--- src/rtl/pncs_pkg.sv ---
// shared types, constants and helpers for the nearest palette color search
// no dependencies

package pncs_pkg;

  localparam int PALETTE_ENTRIES = 256;
  localparam int IDX_W           = (PALETTE_ENTRIES > 1) ? $clog2(PALETTE_ENTRIES) : 1;
  localparam int PORT_IDX_W      = 8;
  localparam int CH_W            = 8;
  localparam int SQ_W            = 2 * CH_W;
  localparam int DIST_W          = 18;

  localparam logic [IDX_W-1:0] LAST_IDX = IDX_W'(PALETTE_ENTRIES - 1);

  localparam logic OP_LOAD  = 1'b0;
  localparam logic OP_QUERY = 1'b1;

  typedef struct packed {
    logic [CH_W-1:0] red;
    logic [CH_W-1:0] green;
    logic [CH_W-1:0] blue;
  } rgb_t;

  // per-cell control: shift is shared by every cell of the ring, load is decoded per cell
  typedef struct packed {
    logic shift;
    logic load;
  } cell_ctl_t;

  // valid and palette index that ride along the distance pipeline
  typedef struct packed {
    logic             vld;
    logic [IDX_W-1:0] tag;
  } tap_t;

  typedef enum logic [1:0] {
    ST_IDLE,
    ST_SCAN,
    ST_DRAIN,
    ST_RESULT
  } state_t;

  // 5-bit channel to byte: shift left three and add 4
  function automatic logic [CH_W-1:0] widen5(input logic [4:0] c);
    widen5 = {c, 3'b100};
  endfunction

  function automatic logic [PORT_IDX_W-1:0] idx_to_port(input logic [IDX_W-1:0] i);
    logic [PORT_IDX_W-1:0] r;
    r = '0;
    r[IDX_W-1:0] = i;
    idx_to_port = r;
  endfunction

endpackage

--- src/rtl/pncs_cell.sv ---
// one palette entry of the rotating ring
// depends on pncs_pkg

module pncs_cell (
  input  logic               clk,
  input  logic               rst_n,
  input  pncs_pkg::cell_ctl_t ctl,
  input  pncs_pkg::rgb_t     load_data,
  input  pncs_pkg::rgb_t     from_next,
  output pncs_pkg::rgb_t     entry
);

  pncs_pkg::rgb_t entry_r;
  pncs_pkg::rgb_t entry_nxt;

  always_comb begin
    entry_nxt = entry_r;
    if (ctl.load) begin
      entry_nxt = load_data;
    end else if (ctl.shift) begin
      entry_nxt = from_next;
    end
  end

  always_ff @(posedge clk) begin
    if (!rst_n) begin
      entry_r <= '0;
    end else begin
      entry_r <= entry_nxt;
    end
  end

  assign entry = entry_r;

endmodule

--- config.mk ---
export PLATFORM = sky130hd
export DESIGN_NAME = pncs_cell
export DESIGN_NICKNAME = d
export VERILOG_FILES = /design/src/rtl/pncs_pkg.sv /design/src/rtl/pncs_cell.sv
export SDC_FILE = /design/constraint.sdc
export NUM_CORES = 1
export LEC_CHECK = 0
export ABC_AREA = 1
export BUFFER_PORTS_ARGS = -buffer_cell sky130_fd_sc_hd__buf_2
export CAP_MARGIN = 20
export CORE_AREA = 3 3 69 71
export CTS_BUF_LIST = sky130_fd_sc_hd__clkbuf_4 sky130_fd_sc_hd__clkbuf_8
export CTS_CLUSTER_DIAMETER = 100
export DETAILED_ROUTE_END_ITERATION = 8
export DIE_AREA = 0 0 72 74
export HOLD_SLACK_MARGIN = 0.06
export SLEW_MARGIN = 10
export SYNTH_ARGS = -nofsm -noshare
export SYNTH_HDL_FRONTEND = slang
export SYNTH_SLANG_ARGS = --single-unit
--- constraint.sdc ---
create_clock -name clk -period 0.8 [get_ports clk]
set_input_delay 0.04 -clock clk [delete_from_list [all_inputs] [get_ports clk]]
set_output_delay 0.04 -clock clk [all_outputs]
set_load 0.01 [all_outputs]
# Word level (Yosys, flattened, before mapping)

Cells that the tools add are included.

Register bits after elaboration: 24
Input bits: 52
Output and inout port bits: 24

Multiplexer cells: 2
Reductions and logical operators: 1

Operators with widths:

| cell               | number |
|---|---|
| $mux W24           | 2 |
| $reduce_bool A2 Y1 | 1 |

# Longest topological paths before layout

Depth in word-level cells: 2
Mapped depth: 7

# Worst setup path after synthesis

Ideal clock, no wire load.

Kind: input port to flip-flop
From: input port ctl[1] (netlist bit)
To: register entry_r (netlist bit entry[10])
Library setup time: 0.109 ns
Data arrival time: 0.576 ns
Required time: 0.691 ns
Path slack: 0.115 ns
Stages on the path: 6
Path buffers: 2
Cell sequence: buf_4 -> buf_2 -> nand3_1 -> nand3_1 -> nand2_1 -> inv_1

Longest elaborated chain between the ends: 1

Ends and longest elaborated chain:

| what                         | RTL line        | text |
|---|---|---|
| start: declaration           | pncs_cell.sv:7  | `input pncs_pkg::cell_ctl_t ctl,` |
| $reduce_bool A2 Y1 (no line) | n/a             |  |
| end signal: assignment       | pncs_cell.sv:29 | `entry_r <= entry_nxt;` |
| end: declaration             | pncs_cell.sv:13 | `pncs_pkg::rgb_t entry_r;` |

Every way passes these cells.
A chain may end at the register's enable or synchronous reset.

# Final worst setup path

From: register entry_r (netlist bit entry[17])
To: output port entry[17] (netlist bit)

RTL lines:

| what             | RTL line        | text |
|---|---|---|
| end: declaration | pncs_cell.sv:10 | `output pncs_pkg::rgb_t entry` |

No word-level cell between the ends.

==> key figures <==
Floorplan
  – Die width: 72 µm
  – Row cnt: 24
  – Boundary pin count: 76
  – Die height: 74 µm
  – Die ar.: 0.00533 mm²
  – Initial Utilization: 0.286
  – Core Area: 0.00429 mm²

Yosys
  – Syn_nets: 234
  – Main synth FF type: dfxtp_1
  – Seq/Total Area, Yosys: 0.391
  – Average size of a mapped cell: 6.76 µm²
  – Register bit total from synthesis: 24
  – Number of synthesized flops with an enable pin: 0
  – Ys async rst share: 0
  – Cell count after synthesis: 182
  – Mapped cell area: 0.00123 mm²
  – YS warnings: 0
  – Most numerous cell in the Yosys netlist: nand2_1
  – Synth top cells by count: nand2_1 (62), nand3_1 (48), dfxtp_1 (24), inv_1 (24), nand2_2 (10)
  – Area leader, netlist: dfxtp_1
  – Synth top area cells: dfxtp_1 (39%), nand3_1 (20%), nand2_1 (19%), inv_1 (7.3%), nand2_2 (5.1%)
  – Synth cell types: 11
  – Post-synth top area share: 0.391

Clocking
  – H-tree levels: 1
  – Clock tree from TritonCTS: built
  – Root buf cell: clkbuf_8
  – Reg clk slew, reported paths: 0.09 ns
  – Clk_lat worst skew: 0.26 ns
  – Clock Sinks: 24
  – Max clock buf depth: 2
  – CTS Buf Count: 3

STA
  – Final Worst Setup Slack: 0.0348 ns
  – RSZ-0062 raised after global routing: yes
  – Setup violators final: 0
  – Slew Limit Fails: 0
  – Post-route clock period utilization: 0.956
  – Hold Violations, Final: 0
  – Slew HR: 0.713
  – Final Skew: 0 ns
  – Achievable Freq: 1310 MHz
  – Slew @ Worst Pin: 0.430 ns
  – Crit path time final: 0.765 ns

Place
  – Count of input and output buffers: 75
  – Cells after DPL: 304
  – GP Congestion: 0.741
  – DP Worst Slack: 0.00370 ns
  – Hpwl dp: 2560 µm

Routing
  – Drt drc: 0
  – WL/cell: 10.6 µm
  – DR vias/cell: 4.36
  – Initial DRC count: 54
  – DR pass1 iterations: 4
  – DR vias: 1,356
  – Drt total wl: 3300 µm
  – Antenna viol nets, final: 0

Critical path
  – Crit path largest cell delay: 0.34 ns
  – Slowest-stage cell, CP: dfxtp_2
  – Worst r2r src: entry[17]
  – CP cell instances: buf_2
  – Crit Reg-Reg Endpoint: entry[17]
  – CP arrival: 0.73 ns
  – CP Class: flip-flop to output port
  – Critical path endpoint category: output port
  – Worst-path maximum fanout: 2
  – Crit path buf inv count: 1
  – R2R setup slack: 0.06 ns
  – CP delay by family, top: flip-flops
  – Required @ worst endpoint: 0.76 ns
  – CP startpoint kind: flip-flop
  – R2R cell count: 5
  – Cell depth of the worst setup path: 1

Global route
  – Initial antenna violation count: 0
  – Largest net degree at the start of global routing: 25
  – Number of global-route vias before repair: 1,225
  – Total GRT Usage: 0.123
  – First-pass GRT wire length: 5290 µm
  – Global route overflow: 0

Pwr
  – Clock Power Share: 0.350
  – Sw power: 0.748 mW
  – Pint: 2.28 mW
  – Net Sw Frac: 0.247
  – Final Power: 3.03 mW
  – Peak VDD IR: 0.940 mV
  – Leak Pwr: 1.10 nW
  – Combinational power share: 0.207
  – PwrDens: 1630 mW/mm²
  – Seq pwr share: 0.443

Finish
  – FILL cells: 441
  – Layout cells sized above 1: 0.471
  – Flip-flop count of the largest register after layout: 24
  – Area growth from synthesis to final layout: 50.7%
  – Antenna cells: 0
  – Post-Layout Cell Count: 311
  – NumNets Final: 312

Hold path
  – Hold Path Origin: load_data[22]
  – Hold Path Depth: 5
  – Worst Hold Endpoint: entry[22]
  – Type of the worst min-delay path: input port to flip-flop

Run status
  – Status: finished, final reports clean

Flow run
  – Maxcap violations: 0
[how the worst max path moves through the flow]
| stage | startpoint | slack, ns | end |
|---|---|---|---|
| global placement | ctl[0] | 0.02 | entry[11] |
| CTS | entry[12] | 0.001 | entry[12] |
| global route | entry[11] | -0.002 | entry[11] |
| finish | entry[17] | 0.03 | entry[17] |
| detailed placement | ctl[0] | 0.004 | entry[20] |
| floorplan | ctl[1] | 0.12 | entry[10] |
[power by group through the flow]
stage / Combinational [mW] / Clock, mW / Sequential, mW
2_1_floorplan: 0.287 / 0 / 1.38
3_3_place_gp: 0.571 / 0 / 1.35
3_5_place_dp: 0.578 / 0 / 1.35
4_1_cts: 0.588 / 1.10 / 1.33
5_1_grt: 0.705 / 1.16 / 1.35
6_report: 0.627 / 1.06 / 1.34
[logic make-up after synthesis]
family | count (synthesis) | share of synthesized area
buffers and inverters | 37 | 0.158
DFF | 24 | 0.391
and+or+nand+nor | 121 | 0.452
[through the flow]
step / cell area, µm² / hold slack, ns / TNS (ns) / util
2_1_floorplan: 1230 / 0.138 / 0 / -
3_3_place_gp: 1650 / 0.336 / 0 / 0.384
5_1_grt: 1850 / 0.0671 / -0.00196 / 0.432
6_report: 1850 / 0.0655 / 0 / 0.432
4_1_cts: 1750 / 0.0618 / 0 / 0.408
3_5_place_dp: 1650 / 0.340 / 0 / 0.384
[placed cells by master, fill, tap and decap left out, drive strengths merged]
cell type    count
buf             83
bufinv           1
clkbuf           3
dfxtp           24
dlygate4sd3      2
inv             25
nand2           72
nand3           48
nor2             1
[routing by layer]
metal | up-vias | track usage | part of all wire
li1 | 714 | - | -
met1 | 587 | 0.155 | 0.45
met2 | 53 | 0.209 | 0.45
met3 | 2 | 0.0297 | 0.091
met4 | 0 | 0.0355 | 0.0064
met5 | - | 0 | 0
[cell type report]
cell class	instances	area [µm²]	share of cell area
Sequential cell	24	509	0.275
Multi-Input combinational cell	121	556	0.300
Clock buffer	3	41.3	0.0223
Tap cell	52	65.1	0.0351
Timing Repair Buffer	85	556	0.300
Inverter	25	96.3	0.0520
Clock inverter	1	30.0	0.0162
[repair_timing]
| action | CTS | global route |
|---|---|---|
| hold endpoints to repair | 2 | 0 |
| hold buffers | 2 | 0 |
| pin swaps | 0 | 0 |
| resized for setup | 9 | 26 |
| setup buffers | 0 | 1 |
| endpoints found under the setup margin | 9 | 22 |
(Power assumes the default switching activity.)
