**config.mk**
```make
export PLATFORM = sky130hd
export DESIGN_NAME = pncs_dist
export DESIGN_NICKNAME = d
export VERILOG_FILES = /design/src/rtl/pncs_pkg.sv /design/src/rtl/pncs_dist.sv
export SDC_FILE = /design/constraint.sdc
export NUM_CORES = 1
export LEC_CHECK = 0
export BUFFER_PORTS_ARGS = -buffer_cell sky130_fd_sc_hd__clkbuf_2
export CAP_MARGIN = 5
export CELL_PAD_IN_SITES_DETAIL_PLACEMENT = 1
export CELL_PAD_IN_SITES_GLOBAL_PLACEMENT = 2
export CORE_MARGIN = 5
export CORE_UTILIZATION = 39
export DETAILED_ROUTE_END_ITERATION = 8
export MAX_ROUTING_LAYER = met4
export PLACE_DENSITY_LB_ADDON = 0.1
export SYNTH_ARGS = -nofsm -noshare
export SYNTH_HDL_FRONTEND = slang
export SYNTH_SLANG_ARGS = --single-unit
```
**constraint.sdc**
```tcl
create_clock -name clk -period 5.1 [get_ports clk]
set_input_delay 0.255 -clock clk [delete_from_list [all_inputs] [get_ports clk]]
set_output_delay 0.255 -clock clk [all_outputs]
set_load 0.01 [all_outputs]
```
**src/rtl/pncs_pkg.sv**
```systemverilog
// shared types, constants and helpers for the nearest palette color search
// no dependencies

package pncs_pkg;

  localparam int PALETTE_ENTRIES = 256;
  localparam int IDX_W           = (PALETTE_ENTRIES > 1) ? $clog2(PALETTE_ENTRIES) : 1;
  localparam int PORT_IDX_W      = 8;
  localparam int CH_W            = 8;
  localparam int SQ_W            = 2 * CH_W;
  localparam int DIST_W          = 18;

  localparam logic [IDX_W-1:0] LAST_IDX = IDX_W'(PALETTE_ENTRIES - 1);

  localparam logic OP_LOAD  = 1'b0;
  localparam logic OP_QUERY = 1'b1;

  typedef struct packed {
    logic [CH_W-1:0] red;
    logic [CH_W-1:0] green;
    logic [CH_W-1:0] blue;
  } rgb_t;

  // per-cell control: shift is shared by every cell of the ring, load is decoded per cell
  typedef struct packed {
    logic shift;
    logic load;
  } cell_ctl_t;

  // valid and palette index that ride along the distance pipeline
  typedef struct packed {
    logic             vld;
    logic [IDX_W-1:0] tag;
  } tap_t;

  typedef enum logic [1:0] {
    ST_IDLE,
    ST_SCAN,
    ST_DRAIN,
    ST_RESULT
  } state_t;

  // 5-bit channel to byte: shift left three and add 4
  function automatic logic [CH_W-1:0] widen5(input logic [4:0] c);
    widen5 = {c, 3'b100};
  endfunction

  function automatic logic [PORT_IDX_W-1:0] idx_to_port(input logic [IDX_W-1:0] i);
    logic [PORT_IDX_W-1:0] r;
    r = '0;
    r[IDX_W-1:0] = i;
    idx_to_port = r;
  endfunction

endpackage

```
**src/rtl/pncs_dist.sv**
```systemverilog
// three-stage squared rgb distance: abs difference, square, sum
// depends on pncs_pkg

module pncs_dist (
  input  logic                          clk,
  input  logic                          rst_n,
  input  pncs_pkg::tap_t                tap_in,
  input  pncs_pkg::rgb_t                entry,
  input  pncs_pkg::rgb_t                query,
  output pncs_pkg::tap_t                tap_out,
  output logic [pncs_pkg::DIST_W-1:0]   sq_dist
);

  pncs_pkg::tap_t tap1_r, tap2_r, tap3_r;

  logic [pncs_pkg::CH_W-1:0] dr_nxt, dg_nxt, db_nxt;
  logic [pncs_pkg::CH_W-1:0] dr_r, dg_r, db_r;
  logic [pncs_pkg::SQ_W-1:0] sr_nxt, sg_nxt, sb_nxt;
  logic [pncs_pkg::SQ_W-1:0] sr_r, sg_r, sb_r;
  logic [pncs_pkg::DIST_W-1:0] sum_nxt, sum_r;

  always_comb begin
    dr_nxt = (query.red > entry.red)     ? query.red - entry.red     : entry.red - query.red;
    dg_nxt = (query.green > entry.green) ? query.green - entry.green : entry.green - query.green;
    db_nxt = (query.blue > entry.blue)   ? query.blue - entry.blue   : entry.blue - query.blue;
  end

  always_comb begin
    sr_nxt = {{pncs_pkg::CH_W{1'b0}}, dr_r} * {{pncs_pkg::CH_W{1'b0}}, dr_r};
    sg_nxt = {{pncs_pkg::CH_W{1'b0}}, dg_r} * {{pncs_pkg::CH_W{1'b0}}, dg_r};
    sb_nxt = {{pncs_pkg::CH_W{1'b0}}, db_r} * {{pncs_pkg::CH_W{1'b0}}, db_r};
  end

  always_comb begin
    sum_nxt = {2'b00, sr_r} + {2'b00, sg_r} + {2'b00, sb_r};
  end

  always_ff @(posedge clk) begin
    if (!rst_n) begin
      tap1_r <= '0;
      tap2_r <= '0;
      tap3_r <= '0;
    end else begin
      tap1_r <= tap_in;
      tap2_r <= tap1_r;
      tap3_r <= tap2_r;
    end
  end

  always_ff @(posedge clk) begin
    dr_r  <= dr_nxt;
    dg_r  <= dg_nxt;
    db_r  <= db_nxt;
    sr_r  <= sr_nxt;
    sg_r  <= sg_nxt;
    sb_r  <= sb_nxt;
    sum_r <= sum_nxt;
  end

  assign tap_out = tap3_r;
  assign sq_dist = sum_r;

endmodule

```
Word-level counts from Yosys, hierarchy flattened --
Cells that the tools add are included.
Word-level totals: bits in latches 0, word-level logic and storage cells 30, bits in read-only memories 0, input bits 59, register bits 117, output and inout bits 27, memories 0, memory bits (writable) 0
Operators by class: mux-type cells 3, bitwise gates (word level) 0, equality and inequality tests 0, order comparisons 3, reduce and logical (&&, ||, !) cells 0, div/mod/pow operators 0, multipliers 3, add/subtract/negate cells 8, shift operators 0
Operator list (number):
- multiplier 8 x 8 -> 16 bit | 3
- subtractor 8 bit | 6
- greater-than comparator 8 bit | 3
- two-way mux 8 bit | 3
- adder 17 x 16 -> 18 bit | 1
- adder 16 x 16 -> 17 bit | 1

Logic depth before layout (Yosys ltp) --
Gate-level depths: netlist of the first run.
depth in word-level cells 2, depth in mapped cells 17, depth with buffers taken out 16

Least setup slack after synthesis of the first run --
No wires, ideal clock.
path kind reg-to-reg, from register dr_r[2] (netlist bit), to register sr_r[13] (netlist bit), arrival time 4.222 ns, cell stages (with the launch flop) 15, setup time 0.072 ns, setup slack 0.806 ns, data required time 5.028 ns, path buffers 1, clock period less this slack 4.294 ns, cell sequence dfxtp_1 -> clkbuf_1 -> and2_1 -> fa_1 -> fa_1 -> inv_1 -> fa_1 -> fa_1 -> inv_1 -> ha_1 -> o21a_1 -> a2111o_1 -> a31o_2 -> a21oi_2 -> xnor2_1
Between the ends: word-level cells in the longest chain between the ends 1
Ends and longest elaborated chain:
- start, declared | line pncs_dist.sv:17 | logic [pncs_pkg::CH_W-1:0] dr_r, dg_r, db_r;
- start signal, assigned | line pncs_dist.sv:51 | dr_r <= dr_nxt;
- multiplier 8 x 8 -> 16 bit | line pncs_dist.sv:29 | sr_nxt = {{pncs_pkg::CH_W{1'b0}}, dr_r} * {{pncs_pkg::CH_W{1'b0}}, dr_r};
- net sr_nxt (one bit) | line pncs_dist.sv:18 | logic [pncs_pkg::SQ_W-1:0] sr_nxt, sg_nxt, sb_nxt;
- end signal, assigned | line pncs_dist.sv:54 | sr_r <= sr_nxt;
- end, declared | line pncs_dist.sv:19 | logic [pncs_pkg::SQ_W-1:0] sr_r, sg_r, sb_r;
The timed path passes the listed nets, and every way through them passes these cells. A chain may end at the register's enable or synchronous reset.

Final worst setup path of the first run --
from register dr_r[5] (netlist bit), to register sr_r[13] (netlist bit)
The elaborated chain is that of the path after synthesis.

==> results of run 1 <==
layer usage:
layer | wire length [microns] | track usage [%]
met5 | 0 | -
met3 | 544 | 2.423
met4 | 204 | 3.452
met2 | 10370 | 27.49
met1 | 10650 | 21.29
logic make-up (layout without fill, tap and decap cells):
logic type,count (synthesis),in the layout,synth area share (%)
DFF,114,114,22.20
xor gates and xnor gates,80,80,6.817
muxes,24,24,2.337
adders and majority gates,245,245,36.91
AOI/OAI and AO/OA,168,168,11.19
buffers and inverters,203,306,7.486
and+or+nand+nor,245,245,13.02
other,1,3,0.03648
final cells by class:
cell class | instances | area [sq um] | area share (%)
Clock buffer | 17 | 425.4 | 3.650
Clock inverter | 15 | 160.2 | 1.374
Inverter | 189 | 709.4 | 6.086
Multi-Input combinational cell | 765 | 7234 | 62.07
Sequential cell | 114 | 2282 | 19.58
Tap cell | 335 | 419.2 | 3.596
Timing Repair Buffer | 85 | 425.4 | 3.650
worst register-to-register path, cell delays in order (launching register included):
cell,delay (ns)
dfxtp_1,0.47
inv_1,0.16
nor2_1,0.23
fa_1,0.48
fa_1,0.55
inv_1,0.06
fa_1,0.50
fa_1,0.54
inv_1,0.04
ha_1,0.29
o21a_1,0.15
a2111o_1,0.43
a31o_2,0.25
a21oi_2,0.14
xnor2_1,0.12
through the flow:
| stage | instances | setup WS, ns |
|---|---|---|
| 5_1_grt | 1520 | 0.3639 |
| 3_5_place_dp | 1488 | 0.5967 |
| 6_report | 1520 | 0.6320 |
| 4_1_cts | 1520 | 0.5848 |
| 2_1_floorplan | 1082 | 0.8062 |
| 3_3_place_gp | 1488 | 0.7200 |
cell usage in the layout, fill, tap and decap left out, drive strengths merged, types with 8 or more instances in the layout:
cell type / Yosys / routed
fa: 97 / 97
ha: 148 / 148
xor2: 32 / 32
and2: 100 / 100
xnor2: 48 / 48
a21oi: 56 / 56
nand2b: 14 / 14
clkbuf: 10 / 102
dfxtp: 114 / 114
inv: 189 / 200
nor2b: 19 / 19
mux2i: 24 / 24
o21ai: 35 / 35
nor2: 34 / 34
a211oi: 12 / 12
nand2: 40 / 40
a21o: 11 / 11
or2: 8 / 8
worst max-delay path by stage:
stage	startpoint	to	slack, ns
after floorplan	dr_r[2]	sr_r[13]	0.81
after global placement	db_r[3]	sb_r[13]	0.72
after detailed placement	dr_r[5]	sr_r[13]	0.60
after CTS	dr_r[5]	sr_r[13]	0.58
after global routing	dr_r[5]	sr_r[13]	0.36
final	dr_r[5]	sr_r[13]	0.63
state kept, by name, summed over array words and instances, names as in the netlist:
signal / cells
db_r: 8
dg_r: 8
dr_r: 8
sb_r: 15
sg_r: 15
sq_dist: 18
sr_r: 15
tap1_r: 9
tap2_r: 9
tap_out: 9
==> impl_results.md, run 1 <==
* Critical Path Max Stage Delay at 0.55 ns
* Post-DP Area at 11070 sq um
* Min-delay src: tap_in[7]
* Critical path's slowest cell: fa_1
* Layout Utilization at 44.86%
* Largest net degree at the start of global routing at 28
* Post-synth EDFFs at 0
* Worst flop-to-flop path startpoint: dr_r[5]
* Avg Cell Area, Syn at 9.517 sq um
* Max Freq at 223.8 MHz
* Crit path depth at 14
* Worst reg2reg path depth at 14
* Die Height at 172.3 microns
* First-pass GRT wire length at 38340 microns
* Min-delay worst type: input pin to register
* DRT iter0 DRCs at 192
* Critical path start-end classification: register to register
* Worst-path fanout max at 8
* Critical Path RT at 5.44 ns
* CP dominant cell by count: fa_1
* Share of layout cells above drive strength 1 at 12.15%
* # DRC at 0
* Filler Cell Count at 3020
* Via count at 7205
* DR vias/cell at 4.740
* CTS root buf: clkbuf_16
* Capturing point of the worst reg2reg path: sr_r[13]
* Clock Latency Late Sink at 0.42 ns
* Layout area overhead at 13.40%
* Global route overflow at 0
* Delay-heaviest family, CP: adder cells
* Final Setup Violations at 0
* Ys flop type: dfxtp_1
* CTS buffer count at 17
* Max Root-Sink Buffers at 2
* First drt pass iteration count at 4
* Routed Antenna Nets at 0
* Critical Path Sink Type: register
* Initial antenna violation count at 0
* Final max-slew violation count at 0
* GPL Wtd Cong at 0.7939
* HPWL after detailed placement at 18640 microns
* Yosys warns at 0
* Hold Vio Cnt, Final at 0
* Critical path buffers and inverters at 3
* Hold path depth at 2
* Status: finished clean
* # hold bufs at CTS at 0
* Max-cap check violation count at 0
* Overall global routing resource usage at 16.44%
* CTS clk-pin slew, worst paths at 0.07 ns
* Post-CTS Setup Inserts at 0
* # H-tree levels at 4
* Total Wirelength at 21770 microns
* CTS tree: done
* Die X at 172.3 microns
* Clock net sink count at 114
* Port buffer count at 85
* Startpoint types: register
* Yosys top cell area share at 22.20%
* Count leader, synth: inv_1
* Ports at 86
* Synth top area cells: dfxtp_1 22%, fa_1 19%, ha_1 18%, inv_1 6.9%, and2_1 5.9%
* Post-route minimum period at 4.468 ns
* N_diodes at 0
* Critical-path cell list: inv_1, nor2_1, fa_1, fa_1, inv_1, fa_1, fa_1, inv_1, ha_1, o21a_1, a2111o_1, a31o_2, a21oi_2, xnor2_1
* Synth cell count leaders: 189 x inv_1, 148 x ha_1, 114 x dfxtp_1
* Asr flop ratio synth at 0%
* WL/cell at 14.32 microns
* Worst EP arrival at 4.81 ns
* Core area at 25980 sq um
* Fin crit share at 87.61%
* Register-to-Register Setup Slack at 0.63 ns
* Rows at 59
* Total negative setup slack at 0 ns
* Synth cell types at 54
* Hold WS at 0.03588 ns
* Initial Util at 39.56%
* RSZ-0062 raised after global routing: no
* Synth Cell Area at 10280 sq um
* Cell count after synthesis at 1080
* Die area at 29700 sq um
* Synth area leader: dfxtp_1
* Synth Register Bits at 114
* Gates resized, CTS repair at 0
* # nets final at 1476
* Hold EP: tap1_r[7]
* Vias in the first global route at 7977
* Finished Cell Area at 11660 sq um
* Sequential cell area fraction in the yosys report at 22.20%
* Worst-case clock skew at 0.009902 ns
Power of run 1 is left out: the tool's default activity adds up to more than one toggle a clock period on the data nets, which glitch-free logic cannot reach.
==> run 2, diff against run 1 <==
--- a/config.mk
+++ b/config.mk
@@ -10,7 +10,7 @@
 export CELL_PAD_IN_SITES_DETAIL_PLACEMENT = 1
 export CELL_PAD_IN_SITES_GLOBAL_PLACEMENT = 2
 export CORE_MARGIN = 5
-export CORE_UTILIZATION = 39
+export CORE_UTILIZATION = 35
 export DETAILED_ROUTE_END_ITERATION = 8
 export MAX_ROUTING_LAYER = met4
 export PLACE_DENSITY_LB_ADDON = 0.1
==> run 2 against run 1 <==
Flip-flop and latch count is the same; sequential share of layout area shrank 0.14 points; clock-buffer cell count is the same; final cell count grew 3.2%; critical path type unchanged.
==> impl_results.md, run 2 (synthesis results as in run 1) <==
* Post-CTS Setup Inserts at 0
* Die X at 181.4 microns
* Post-route minimum period at 4.515 ns
* RSZ-0062 raised after global routing: no
* Cells after DPL at 1537
* Rows at 62
* Gates resized, CTS repair at 0
* DRT iter0 DRCs at 186
* Most frequent cells in the layout: 189 x inv_1, 148 x ha_1, 114 x dfxtp_1
* Register-to-Register Setup Slack at 0.59 ns
* Via count at 7187
* Overall global routing resource usage at 14.59%
* Final worst setup slack at 0.5853 ns
* Die Height at 181.4 microns
* Fin crit share at 88.52%
* Critical Path Sink Type: register
* Clock Latency Late Sink at 0.42 ns
* # H-tree levels at 4
* Hold EP: tap1_r[4]
* Worst-case clock skew at 0.01641 ns
* Critical path start-end classification: register to register
* Core area at 28860 sq um
* # nets final at 1476
* DR vias/cell at 4.581
* Startpoint types: register
* Die area at 32900 sq um
* GPL Wtd Cong at 0.7576
* Port buffer count at 85
* Max Root-Sink Buffers at 2
* CTS clk-pin slew, worst paths at 0.07 ns
* First drt pass iteration count at 4
* Met3 Routed Length at 572 microns
* Global route overflow at 0
* Top Metal Used: met4
* Total Wirelength at 22100 microns
* Post-DP Area at 11130 sq um
* Max-cap check violation count at 0
* HPWL after detailed placement at 19110 microns
* Min-delay src: tap_in[4]
* Routed met2 length at 10390 microns
* Initial antenna violation count at 0
* N_diodes at 0
* Worst EP arrival at 4.85 ns
* CTS tree: done
* Max Freq at 221.5 MHz
* Max reg flops at 18
* Worst reg2reg path depth at 14
* Post-route insts no fill at 1569
* Worst flop-to-flop path startpoint: dr_r[5]
* Vias in the first global route at 7938
* Clock net sink count at 114
* Capturing point of the worst reg2reg path: sr_r[13]
* Finished Cell Area at 11740 sq um
* Hold path depth at 2
* First-pass GRT wire length at 38650 microns
* WL/cell at 14.09 microns
* Critical Path RT at 5.43 ns
* Final max-slew violation count at 0
* Share of layout cells above drive strength 1 at 12.15%
* Routed Antenna Nets at 0
* Min-delay worst type: input pin to register
* Largest net degree at the start of global routing at 28
* Worst-path fanout max at 8
* CTS buffer count at 17
* Post-Place Setup Slack at 0.5518 ns
* Hold Vio Cnt, Final at 0
* # DRC at 0
* CTS root buf: clkbuf_16
* Initial Util at 35.62%
* Ports at 86
* Total negative setup slack at 0 ns
* Status: finished clean
* Routed met1 length at 10950 microns
* Layout area overhead at 14.22%
* Commonest non-fill, non-tap cell in the layout: inv_1
* # hold bufs at CTS at 0
* Final Setup Violations at 0
[run 2: layout make-up]
cell class	count	area (sq um)
clock inverters	15	182.7
repair buffers	85	425.4
flip-flops and latches	114	2282
fillers	3369	17120
multi-input cells	765	7234
clock buffers	17	425.4
well taps	384	480.5
inverters	189	709.4
[run 2: worst max path at each step]
stage	from	end	cells past startpoint
2_1_floorplan	dr_r[2]	sr_r[13]	14
3_3_place_gp	dr_r[2]	sr_r[13]	13
3_5_place_dp	dr_r[5]	sr_r[13]	14
4_1_cts	dr_r[5]	sr_r[13]	14
5_1_grt	dr_r[5]	sr_r[13]	14
6_report	dr_r[5]	sr_r[13]	14
[run 2: stage by stage]
| step | hold slack, ns | util, % |
|---|---|---|
| final | 0.04444 | 40.68 |
| after global placement | 0.4134 | 38.58 |
| after global routing | 0.02830 | 40.68 |
| after CTS | 0.02073 | 40.68 |
| after detailed placement | 0.4201 | 38.58 |
| after floorplan | 0.3767 | - |
[run 2: per-layer routing]
layer / vias to the layer above / track usage [%]
met1: 3416 / 19.46
li1: 3674 / -
met2: 85 / 23.76
met4: 0 / 2.762
met3: 12 / 2.381
met5: - / -
[run 2: critical path: stages (launching register included)]
cell	delay, ns
dfxtp_1	0.46
inv_1	0.16
nor2_1	0.23
fa_1	0.49
fa_1	0.54
inv_1	0.05
fa_1	0.50
fa_1	0.54
inv_1	0.04
ha_1	0.30
o21a_1	0.15
a2111o_1	0.45
a31o_2	0.25
a21oi_2	0.14
xnor2_1	0.13
Power of run 2 is left out for the same reason.
